File: config.mk
export PLATFORM = sky130hd
export DESIGN_NAME = ttint_queue
export DESIGN_NICKNAME = d
export VERILOG_FILES = /design/src/hw/rtl/ttint_pkg.sv /design/src/hw/rtl/ttint_queue.sv
export SDC_FILE = /design/constraint.sdc
export NUM_CORES = 1
export LEC_CHECK = 0
export ABC_AREA = 1
export BUFFER_PORTS_ARGS = -buffer_cell sky130_fd_sc_hd__buf_2
export CORE_UTILIZATION = 51
export DETAILED_ROUTE_END_ITERATION = 7
export GPL_TIMING_DRIVEN = 0
export MAX_ROUTING_LAYER = met4
export PLACE_DENSITY_LB_ADDON = 0.08
export SETUP_SLACK_MARGIN = 0.02
export SLEW_MARGIN = 10
export SYNTH_ARGS = -nofsm -noshare
export SYNTH_HDL_FRONTEND = slang
export SYNTH_SLANG_ARGS = --single-unit
File: constraint.sdc
create_clock -name clk -period 2.9 [get_ports clk]
set_clock_uncertainty 0.1 [all_clocks]
set_input_delay 0 -clock clk [delete_from_list [all_inputs] [get_ports clk]]
set_output_delay 0 -clock clk [all_outputs]
set_load 0.01 [all_outputs]
File: src/hw/rtl/ttint_pkg.sv
`timescale 1ns / 1ps
`default_nettype none
// shared types and constants of the trilinear table interpolator
package ttint_pkg;

  localparam int IDX_W       = 4;
  localparam int FRAC_W      = 17;
  localparam int VALUE_W     = 32;
  localparam int QUEUE_DEPTH = 4;
  localparam int QPTR_W      = $clog2(QUEUE_DEPTH);
  localparam int NUM_BANKS   = 8;

  // what the front made of an accepted transaction
  typedef enum logic [1:0] {
    OP_LOAD,
    OP_QUERY,
    OP_RANGE
  } op_t;

  // one queued transaction; for a query the cell fields hold the lower corner
  typedef struct packed {
    op_t                       op;
    logic [IDX_W-1:0]          cell_x;
    logic [IDX_W-1:0]          cell_y;
    logic [IDX_W-1:0]          cell_z;
    logic [FRAC_W-1:0]         frac_x;
    logic [FRAC_W-1:0]         frac_y;
    logic [FRAC_W-1:0]         frac_z;
    logic signed [VALUE_W-1:0] load_value;
  } queue_item_t;

  typedef struct packed {
    logic full;
    logic empty;
  } queue_stat_t;

endpackage
`default_nettype wire

File: src/hw/rtl/ttint_queue.sv
`timescale 1ns / 1ps
`default_nettype none
// short fifo between front end and interpolation back end
module ttint_queue (
  input  wire logic                   clk,
  input  wire logic                   rst,
  input  wire logic                   push,
  input  wire logic                   pop,
  input  wire ttint_pkg::queue_item_t push_item,
  output ttint_pkg::queue_item_t      head,
  output ttint_pkg::queue_stat_t      stat
);
  import ttint_pkg::*;

  queue_item_t       slots [QUEUE_DEPTH];
  logic [QPTR_W-1:0] wr_ptr;
  logic [QPTR_W-1:0] rd_ptr;
  logic [QPTR_W:0]   count;

  always_ff @(posedge clk) begin
    if (rst) begin
      wr_ptr <= '0;
      rd_ptr <= '0;
      count  <= '0;
    end else begin
      if (push) wr_ptr <= wr_ptr + 1'b1;
      if (pop) rd_ptr <= rd_ptr + 1'b1;
      case ({push, pop})
        2'b10:   count <= count + 1'b1;
        2'b01:   count <= count - 1'b1;
        default: count <= count;
      endcase
    end
  end

  always_ff @(posedge clk) begin
    if (push) slots[wr_ptr] <= push_item;
  end

  assign head       = slots[rd_ptr];
  assign stat.full  = (count == (QPTR_W + 1)'(QUEUE_DEPTH));
  assign stat.empty = (count == '0);

endmodule
`default_nettype wire

==> qor.txt <==
drt first pass iters -> 5
final non-filler cell total -> 1758
net switching power -> 2890 uW
cts bufs inserted -> 41
DR WL/cell -> 19.5 um
Net Count, Synth -> 1102
Worst IR Drop VDD -> 0.000653 V
post-cts sizing count -> 0
Logic pwr share -> 10.8%
Critical Path End Type -> primary output
largest net degree at the start of global routing -> 33
Port-buffer cells -> 199
minimum clock period -> 2.55 ns
pwr dens -> 669 mW/mm2
core area -> 0.0282 mm2
CP delay by family, top -> buffers and inverters
total global-route track usage -> 23.8%
DR iter-0 viols -> 723
fillers -> 2057
clk root buf -> clkbuf_16
top cells by area, synth -> edfxtp_1 (79%), nor2_1 (5.0%), o21ai_0 (4.6%), o22ai_1 (4.1%), o21ai_1 (2.1%)
NumNets Final -> 1461
Sw Share -> 23.0%
CP arrival -> 2.45 ns
most common library cell in the layout ignoring fill and taps -> edfxtp_1
number of global-route vias before repair -> 9256
Least-Margin Pin Slew -> 0.606 ns
CTS tree -> built
crit path cell chain -> inv_2 -> buf_6 -> clkbuf_1 -> o21ai_1 -> o22ai_1 -> buf_2
Syn Std Cell Area -> 0.0148 mm2
initial antenna violation count -> 1
IO Pins -> 200
H-tree depth -> 2
via count -> 9485
most frequent cells in the layout -> edfxtp_1 (388), buf_2 (218), nor2_1 (197)
Avg Inst Size Synth -> 14.9 um2
Tcrit/Tclk final -> 88.0%
Synth Flop Type -> edfxtp_1
area delta synth->final -> 26.8%
global-route wire length before repair -> 50900 um
grt ovf -> 0
Setup CP Type -> reg2out
Placer Congestion -> 0.740
CP Launch Type -> register
Yosys top cell by area -> edfxtp_1
CP max-delay cell -> dfxtp_1
outcome -> completed
Yosys warning count -> 0
Post-Route WL -> 34300 um
drt via density -> 5.40
HPWL after detailed placement -> 20700 um
Critical path buffers and inverters -> 4
top-area cell type share of the netlist area -> 78.8%
register share of total power -> 52.7%
Critical Path RT -> 2.80 ns
Skew-Pair Late Insertion Delay -> 0.52 ns
synth unique cells -> 20
hold_buf cts -> 103
Setup Fix Bufs, Post-CTS -> 0
Initial Util -> 52.5%
layout cell share with drive strength beyond 1 -> 22.0%
worst-case clock buffer depth -> 3
Cells after Synth -> 995
RSZ-0062 raised after global routing -> false
Sink Count -> 397
Die H -> 172 um
Post-synth EDFFs -> 388
flops & latches, synth -> 397
Leak Pwr -> 0.00666 uW
maximum net fanout on the critical path -> 10
Seq/Total Area, Yosys -> 80.0%
die area -> 0.0297 mm2
worst rel slew slack -> 59.5%
# rows -> 61
max incr delay on CP -> 0.49 ns
Fin. Hold Viols -> 0
drt drc -> 0
placed insts -> 1586
asr flop ratio synth -> 0%
clock power share -> 36.5%
setup violators final -> 0
Worst-path clk slew -> 0.06 ns
Hold Slack -> 0.128 ns
Die Width -> 172 um
ANT nets after route -> 0
max-slew violation count -> 0
max_cap viols -> 0
HP Class -> in2reg
Peak Freq -> 0.392 GHz
P_int -> 9660 uW
## metal layers
metal / share of wire (%) / track usage (%) / up-vias
met3: 5.6 / 3.71 / 53
met4: 2.1 / 6.69 / 0
li1: - / - / 4476
met2: 49 / 39.0 / 308
met1: 43 / 31.1 / 4648
met5: 0 / - / -
## path summary, 6_finish.rpt
kind	from	to	slack, ns	depth (start not counted)
max reg2reg	count[0]$_SDFFE_PP0P_	count[2]$_SDFFE_PP0P_	0.42	8
max	register	head[70]	0.35	6
min	push_item[62]	slots[2][62]$_DFFE_PP_	0.13	2
min reg2reg	rd_ptr[1]$_SDFFE_PP0P_	register	0.34	1
## power by group through the flow
stage	registers (uW)	clock network [uW]	logic, uW
global placement	6750	0	1170
floorplan	6730	0	639
detailed placement	6730	0	1240
finish	6610	4580	1350
CTS	6610	4640	1360
global route	6630	4840	1480
## sequential cells by signal, summed over array words and instances (netlist names), named ones only
signal  count
rd_ptr      2
slots     388
wr_ptr      2
count       3
## Yosys cell counts (2+ instances only)
cell      number
inv_1         16
buf_2         19
nor3_1         2
nand2_1        9
edfxtp_1     388
o22ai_1       97
o21ai_0      137
o21ai_1       63
nor2_1       197
clkbuf_2       3
a21oi_1        5
ha_1           5
clkbuf_1      25
buf_6         15
dfxtp_1        9
## cells by family after synthesis
logic type | Yosys count | synth area share, %
buffers and inverters | 80 | 3.00
AND/OR/NAND/NOR | 210 | 5.37
AO/OA/AOI/OAI | 302 | 11.0
flip-flops | 397 | 80.0
adder cells (fa/ha/maj) | 6 | 0.559
## worst register-to-register path: cells and delay by family (launching register included)
family        cells  cell delay (ns)
simple gates      4             0.28
fa+ha+maj         1             0.44
buf+inv           3             1.19
flops             1             0.36
## area by class of cell
cell class,instances,area (um2),area share (%)
Inverter,18,85.1,0.454
Buffer,62,373,1.99
Sequential cell,397,11800,63.1
Timing Repair Buffer,316,2340,12.5
Clock inverter,17,75.1,0.400
Multi-Input combinational cell,518,2510,13.4
Antenna cell,1,2.50,0.0133
Tap cell,378,473,2.52
Clock buffer,51,1060,5.67
## stage by stage
stage | cell area, um2 | TNS [ns] | power, uW | util [%] | worst slack [ns]
finish | 18800 | 0 | 12500 | 66.6 | 0.347
CTS | 18700 | 0 | 12600 | 66.6 | 0.307
floorplan | 14800 | 0 | 7370 | - | 0.296
global route | 18800 | 0 | 13000 | 66.6 | 0.190
global placement | 16300 | -337.71 | 7930 | 57.8 | -0.951
detailed placement | 16600 | 0 | 7980 | 58.9 | 0.639
Note: power is estimated with default switching activity, not from simulation.
