<file path="config.mk">
export PLATFORM = sky130hd
export DESIGN_NAME = ttint_front
export DESIGN_NICKNAME = d
export VERILOG_FILES = /design/src/hw/rtl/ttint_pkg.sv /design/src/hw/rtl/ttint_front.sv
export SDC_FILE = /design/constraint.sdc
export NUM_CORES = 1
export LEC_CHECK = 0
export ABC_AREA = 1
export BUFFER_PORTS_ARGS = -buffer_cell sky130_fd_sc_hd__clkbuf_2
export CAP_MARGIN = 0
export CORE_AREA = 2 2 77 79
export DETAILED_ROUTE_END_ITERATION = 10
export DIE_AREA = 0 0 79 81
export PLACE_DENSITY = 0.77
export SLEW_MARGIN = 20
export SYNTH_ARGS = -nofsm -noshare
export SYNTH_HDL_FRONTEND = slang
export SYNTH_SLANG_ARGS = --single-unit
</file>
<file path="constraint.sdc">
create_clock -name vclk -period 2
set_input_delay 0.5 -clock vclk [all_inputs]
set_output_delay 0.5 -clock vclk [all_outputs]
set_load 0.02 [all_outputs]
</file>
<file path="src/hw/rtl/ttint_pkg.sv">
`timescale 1ns / 1ps
`default_nettype none
// shared types and constants of the trilinear table interpolator
package ttint_pkg;

  localparam int IDX_W       = 4;
  localparam int FRAC_W      = 17;
  localparam int VALUE_W     = 32;
  localparam int QUEUE_DEPTH = 4;
  localparam int QPTR_W      = $clog2(QUEUE_DEPTH);
  localparam int NUM_BANKS   = 8;

  // what the front made of an accepted transaction
  typedef enum logic [1:0] {
    OP_LOAD,
    OP_QUERY,
    OP_RANGE
  } op_t;

  // one queued transaction; for a query the cell fields hold the lower corner
  typedef struct packed {
    op_t                       op;
    logic [IDX_W-1:0]          cell_x;
    logic [IDX_W-1:0]          cell_y;
    logic [IDX_W-1:0]          cell_z;
    logic [FRAC_W-1:0]         frac_x;
    logic [FRAC_W-1:0]         frac_y;
    logic [FRAC_W-1:0]         frac_z;
    logic signed [VALUE_W-1:0] load_value;
  } queue_item_t;

  typedef struct packed {
    logic full;
    logic empty;
  } queue_stat_t;

endpackage
`default_nettype wire

</file>
<file path="src/hw/rtl/ttint_front.sv">
`timescale 1ns / 1ps
`default_nettype none
// front end: range checks, fraction clamping and queue push of input transactions
module ttint_front #(
  parameter int SIZE_X    = 16,
  parameter int SIZE_Y    = 16,
  parameter int SIZE_Z    = 16,
  parameter int FRAC_BITS = 16
) (
  input  wire logic                              in_valid,
  input  wire logic                              cmd,
  input  wire logic [ttint_pkg::IDX_W-1:0]       index_x,
  input  wire logic [ttint_pkg::IDX_W-1:0]       index_y,
  input  wire logic [ttint_pkg::IDX_W-1:0]       index_z,
  input  wire logic [ttint_pkg::FRAC_W-1:0]      frac_x,
  input  wire logic [ttint_pkg::FRAC_W-1:0]      frac_y,
  input  wire logic [ttint_pkg::FRAC_W-1:0]      frac_z,
  input  wire logic signed [ttint_pkg::VALUE_W-1:0] load_value,
  input  wire ttint_pkg::queue_stat_t            stat,
  output logic                                   in_stall,
  output logic                                   push,
  output ttint_pkg::queue_item_t                 item
);
  import ttint_pkg::*;

  localparam longint ONE = longint'(1) << FRAC_BITS;

  function automatic logic [FRAC_W-1:0] clamp_frac(input logic [FRAC_W-1:0] raw);
    if (longint'(raw) > ONE) return FRAC_W'(ONE);
    return raw;
  endfunction

  logic load_ok;
  logic query_ok;

  always_comb begin
    load_ok  = (int'(index_x) < SIZE_X) && (int'(index_y) < SIZE_Y) &&
               (int'(index_z) < SIZE_Z);
    query_ok = load_ok && (index_x != '0) && (index_y != '0) && (index_z != '0);
  end

  always_comb begin
    item.op         = OP_LOAD;
    item.cell_x     = index_x;
    item.cell_y     = index_y;
    item.cell_z     = index_z;
    item.frac_x     = clamp_frac(frac_x);
    item.frac_y     = clamp_frac(frac_y);
    item.frac_z     = clamp_frac(frac_z);
    item.load_value = load_value;
    if (cmd) begin
      if (query_ok) begin
        item.op     = OP_QUERY;
        item.cell_x = index_x - 1'b1;
        item.cell_y = index_y - 1'b1;
        item.cell_z = index_z - 1'b1;
      end else begin
        item.op = OP_RANGE;
      end
    end
  end

  // loads outside the table are dropped here
  assign push     = in_valid && !stat.full && (cmd || load_ok);
  assign in_stall = stat.full;

endmodule
`default_nettype wire

</file>
==> results.yml, run 1 <==
yosys:
  post_synth_num_cell_types: 21
  synthesized_area_per_cell_um2: 5.48
  syn-cell-area_um2: 1220
  post-synth-top-area-cell: "sky130_fd_sc_hd__buf_4"
  ys_warn_count: 0
  synth_top_cell_area_share_pct: 20.3
  synth_cells: 223
  synth.yosys.seq_area_share_pct: 0
  yosys-top-cells-count: "44 x sky130_fd_sc_hd__inv_1, 33 x sky130_fd_sc_hd__buf_4, 30 x sky130_fd_sc_hd__a21oi_1"
  mappedNetlistNets: 325
  dominant_cells_by_area_after_synthesis: "sky130_fd_sc_hd__buf_4 20%, sky130_fd_sc_hd__inv_1 14%, sky130_fd_sc_hd__a21oi_1 12%"
  synth.most_common_cell: "sky130_fd_sc_hd__inv_1"
sta:
  tns_ps: -24.1
  setup_repair_after_global_routing_missed_its_margin: "true"
  layout_min_cycle_time_ps: 2020
  setup_viol: 4
  relSlewSlack_pct: 79.6
  tightestPinTransition_ps: 307
  finalHoldViolCount: 0
  finalMaxSlewViolations: 0
  worst_slack_ps: -17.2
  max_freq_mhz: 496
  timing.final.crit_share_pct: 101
status:
  status: "complete, but fails checks"
  failed_checks: "negative setup slack"
grt:
  grt_use_total_pct: 11.5
  grt_max_degree: 18
  globalRoute.totalOverflow: 0
  grt_pass1_wl_mm: 6.29
  number_of_antenna_violations_at_the_first_check_in_global_routing: 0
  grt_pass1_vias: 1507
placement:
  place.gp.congestion: 0.735
  place.port_buffers: 133
  place_area_um2: 1750
  detailed_place_hpwl_mm: 3.47
die:
  dieArea_um2: 6400
  fp.coreArea_um2: 5680
  rows: 28
  width_of_the_die_um: 79
  ios: 198
  floorplan.initialDensity_pct: 21.5
  die_h_um: 81
worst_setup_path:
  crit_path_start_kind: "input port"
  critical_path.endpoint_type: "output port"
  cp_max_fo: 8
  arrival_ps: 1520
  timing.setup.critical_path_class: "input port to output port"
  critPathRequiredTime_ps: 1500
detailed_routing:
  routed_wire_length_per_instance_um: 12.4
  finalWirelength_mm: 5.09
  detailroute.via_count: 1863
  vias_per_cell: 4.56
  detailedRoute.firstPassIterationCount: 4
  remaining_drc_errors: 0
  drt-initial-drc-count: 48
  number_of_nets_with_antenna_violations_after_routing: 0
hold_path:
  worst_hold_path_type: "input port to output port"
cells_and_area:
  finish.instance_area_um2: 2210
  antennaDiodeCount: 0
  layout-area-overhead-vs-synth_pct: 80.8
  final_net_count: 438
  final.fill_count: 589
  clock_buffer_count: 0
  n_sequential_cell: 0
  multiInputGateArea_um2: 982
  area.sequential_um2: 0
  drive_gt1_share_pct: 61.4
power_and_ir_drop:
  p_per_area_nw_per_um2: 243
  total_leakage_power_nw: 1.32
  worst_ir_drop_vdd_v: 0.000132
flow_run:
  maxCapViolCount: 0
==> report_power, final <==
part	internal, mW	switching [mW]	leakage [nW]	total (mW)
sequential	0	0	0	0
clock	0	0	0	0
combinational	0.235	0.302	1.32	0.537
total	0.235	0.302	1.32	0.537
==> per-layer routing <==
layer | global-route usage, % | wire [um]
met5 | 0 | 0
met3 | 2.33 | 476
met4 | 2.59 | 97
met1 | 11.3 | 1870
met2 | 24.3 | 2640
==> path summary, 6_finish.rpt <==
kind                  startpoint       end  slack, ps  cells after the start
setup / recovery      index_z[0]  item[92]        -20                      9
hold / removal    load_value[10]  item[10]       1000                      0
==> cell families after synthesis <==
family / count (synthesis) / share of synthesized area (%)
AND/OR/NAND/NOR: 79 / 31.6
adder cells (fa/ha/maj): 3 / 3.07
buffers and inverters: 89 / 39.4
AO/OA/AOI/OAI: 52 / 25.9
==> worst max-delay path: stages <==
cell and delay (ps):
sky130_fd_sc_hd__buf_8 80, sky130_fd_sc_hd__inv_4 30, sky130_fd_sc_hd__ha_4 150, sky130_fd_sc_hd__nand3_4 90, sky130_fd_sc_hd__nand2_4 90, sky130_fd_sc_hd__nor2_8 160
sky130_fd_sc_hd__nand2_8 110, sky130_fd_sc_hd__o21ai_2 140, sky130_fd_sc_hd__clkbuf_8 160
==> layout make-up <==
class | count | area share, %
inverters | 46 | 8.61
multi-input cells | 138 | 44.5
well taps | 75 | 4.25
repair buffers | 150 | 42.7
==> what timing repair did <==
item                       CTS  global route
setup endpoints to repair   20            61
gates cloned                 4             0
setup buffers                2             5
resized for setup           46           101
hold buffers                 0             0
pin swaps                   20            16
==> through the flow <==
step | instances | hold slack, ps | util (%) | setup slack [ps] | total power [mW]
floorplan | 223 | 1080 | - | 14.1 | 0.329
global placement | 398 | 1000 | 30.8 | -159 | 0.408
detailed placement | 398 | 1000 | 30.8 | -209 | 0.415
CTS | 404 | 1000 | 34.9 | -68.6 | 0.472
global route | 409 | 1000 | 38.9 | -80.5 | 0.573
finish | 409 | 1000 | 38.9 | -17.2 | 0.537
==> cells in the final DEF, fill, tap and decap left out, drive strengths merged <==
cell and count:
nor3 2, o21ai 4, ha 3, inv 46
a21boi 18, nand2 31, buf 58, nor2 23
nand3 23, clkbuf 92, nand4 4, a21oi 30
Note: power is estimated with default switching activity, not from simulation.
==> inputs of run 2 (changes only) <==
--- a/config.mk
+++ b/config.mk
@@ -12,6 +12,7 @@
 export DETAILED_ROUTE_END_ITERATION = 10
 export DIE_AREA = 0 0 79 81
 export PLACE_DENSITY = 0.77
+export SKIP_LAST_GASP = 1
 export SLEW_MARGIN = 20
 export SYNTH_ARGS = -nofsm -noshare
 export SYNTH_HDL_FRONTEND = slang
==> results.yml, run 2 (synthesized netlist as in run 1, its figures left out) <==
cells_and_area:
  clock_buffer_count: 0
  antennaDiodeCount: 0
  n_sequential_cell: 0
  final.fill_count: 587
  layout_commonest_cell: "sky130_fd_sc_hd__clkbuf_2"
  area.sequential_um2: 0
  commonest_cells_after_routing_fill_and_taps_aside: "93 x sky130_fd_sc_hd__clkbuf_2, 38 x sky130_fd_sc_hd__inv_1, 30 x sky130_fd_sc_hd__a21oi_1"
  final_net_count: 438
  multiInputGateArea_um2: 980
  drive_gt1_share_pct: 61.1
  layout-area-overhead-vs-synth_pct: 79.9
detailed_routing:
  finalWirelength_mm: 5.05
  detailroute.via_count: 1877
  drt-initial-drc-count: 49
  routed_wire_length_per_instance_um: 12.3
  detailedRoute.firstPassIterationCount: 4
  vias_per_cell: 4.59
  remaining_drc_errors: 0
  number_of_nets_with_antenna_violations_after_routing: 0
worst_setup_path:
  crit_path_start_kind: "input port"
  cp_max_fo: 8
  arrival_ps: 1520
  critPathRequiredTime_ps: 1500
  critical_path.endpoint_type: "output port"
  timing.setup.critical_path_class: "input port to output port"
sta:
  timing.final.crit_share_pct: 101
  setup_viol: 3
  finalHoldViolCount: 0
  setup_repair_after_global_routing_missed_its_margin: "true"
  timing.hold.ws_ps: 1000
  relSlewSlack_pct: 80.0
  max_freq_mhz: 494
  finalMaxSlewViolations: 0
  tightestPinTransition_ps: 300
  layout_min_cycle_time_ps: 2020
  worst_slack_ps: -24.1
die:
  ios: 198
  floorplan.initialDensity_pct: 21.5
  dieArea_um2: 6400
  die_h_um: 81
  rows: 28
  width_of_the_die_um: 79
  fp.coreArea_um2: 5680
power_and_ir_drop:
  worst_ir_drop_vdd_v: 0.000130
  p_per_area_nw_per_um2: 242
  total_leakage_power_nw: 1.32
placement:
  detailed_place_hpwl_mm: 3.47
  dpl_ws_ps: -209
  place.port_buffers: 133
  place.gp.congestion: 0.735
hold_path:
  whs_endpoint: "item[10]"
  min-delay-start: "load_value[10]"
  worst_hold_path_type: "input port to output port"
  min_delay_path_depth: 0
status:
  status: "complete, but fails checks"
  failed_checks: "negative setup slack"
grt:
  grt_pass1_vias: 1475
  number_of_antenna_violations_at_the_first_check_in_global_routing: 0
  grt_max_degree: 18
  globalRoute.totalOverflow: 0
  grt_use_total_pct: 11.4
  grt_pass1_wl_mm: 6.22
flow_run:
  maxCapViolCount: 0
clocking:
  post_cts_hold_buffer_count: 0
-- run 2: cell count changes in the layout (fill, tap and decap cells not counted), sizes merged --
cell	before	now
buf	58	53
clkbuf	92	97
-- run 2: metal layers --
layer  vias to the layer above  global-route usage (%)  part of all wire [%]
li1                        901                       -                     -
met1                       852                    11.3                    37
met2                       115                    24.2                    52
met3                         9                    2.33                   9.6
met4                         0                    2.07                   1.4
met5                         -                       0                     0
-- run 2: layout make-up --
class	count	share of cell area [%]
multi-input cells	138	44.5
repair buffers	150	42.5
well taps	75	4.27
inverters	46	8.65
-- run 2: repair_timing --
| action | 4_1_cts | 5_1_grt |
|---|---|---|
| setup endpoints to repair | 20 | 60 |
| gates resized for setup | 44 | 95 |
| buffers inserted | 2 | 5 |
| gates cloned | 4 | 0 |
| hold endpoints to repair | 0 | 0 |
| pin swaps | 19 | 18 |
-- run 2: worst max path at each step --
| stage | start | to | slack [ps] | cells past startpoint |
|---|---|---|---|---|
| after global routing | frac_y[8] | item[57] | -80 | 7 |
| after global placement | index_z[0] | item[92] | -160 | 9 |
| after detailed placement | index_z[0] | item[89] | -210 | 9 |
| final | index_y[0] | item[92] | -20 | 10 |
| after floorplan | index_z[0] | item[85] | 10 | 7 |
| after CTS | index_z[1] | item[84] | -70 | 9 |
-- run 2: report_power, final --
group	switching (mW)	leakage, nW	internal [mW]
logic	0.301	1.32	0.231
registers	0	0	0
clock network	0	0	0
total	0.301	1.32	0.231
-- run 2: per-stage QoR --
stage	TNS (ps)	util [%]	instances	power (mW)	instance area [um^2]
finish	-41.9	38.8	409	0.533	2200
global route	-1830	38.8	409	0.569	2200
global placement	-1710	30.8	398	0.408	1750
floorplan	0	-	223	0.329	1220
CTS	-865	34.8	404	0.472	1980
detailed placement	-2410	30.8	398	0.415	1750
-- run 2: worst max-delay path: stages --
cell                       delay, ps
sky130_fd_sc_hd__buf_6            80
sky130_fd_sc_hd__inv_4            40
sky130_fd_sc_hd__ha_4            160
sky130_fd_sc_hd__nand2_4          90
sky130_fd_sc_hd__nand2_4          90
sky130_fd_sc_hd__nor2_8          160
sky130_fd_sc_hd__nand2_8         110
sky130_fd_sc_hd__nand2_1         100
sky130_fd_sc_hd__o21ai_2          60
sky130_fd_sc_hd__clkbuf_8        150
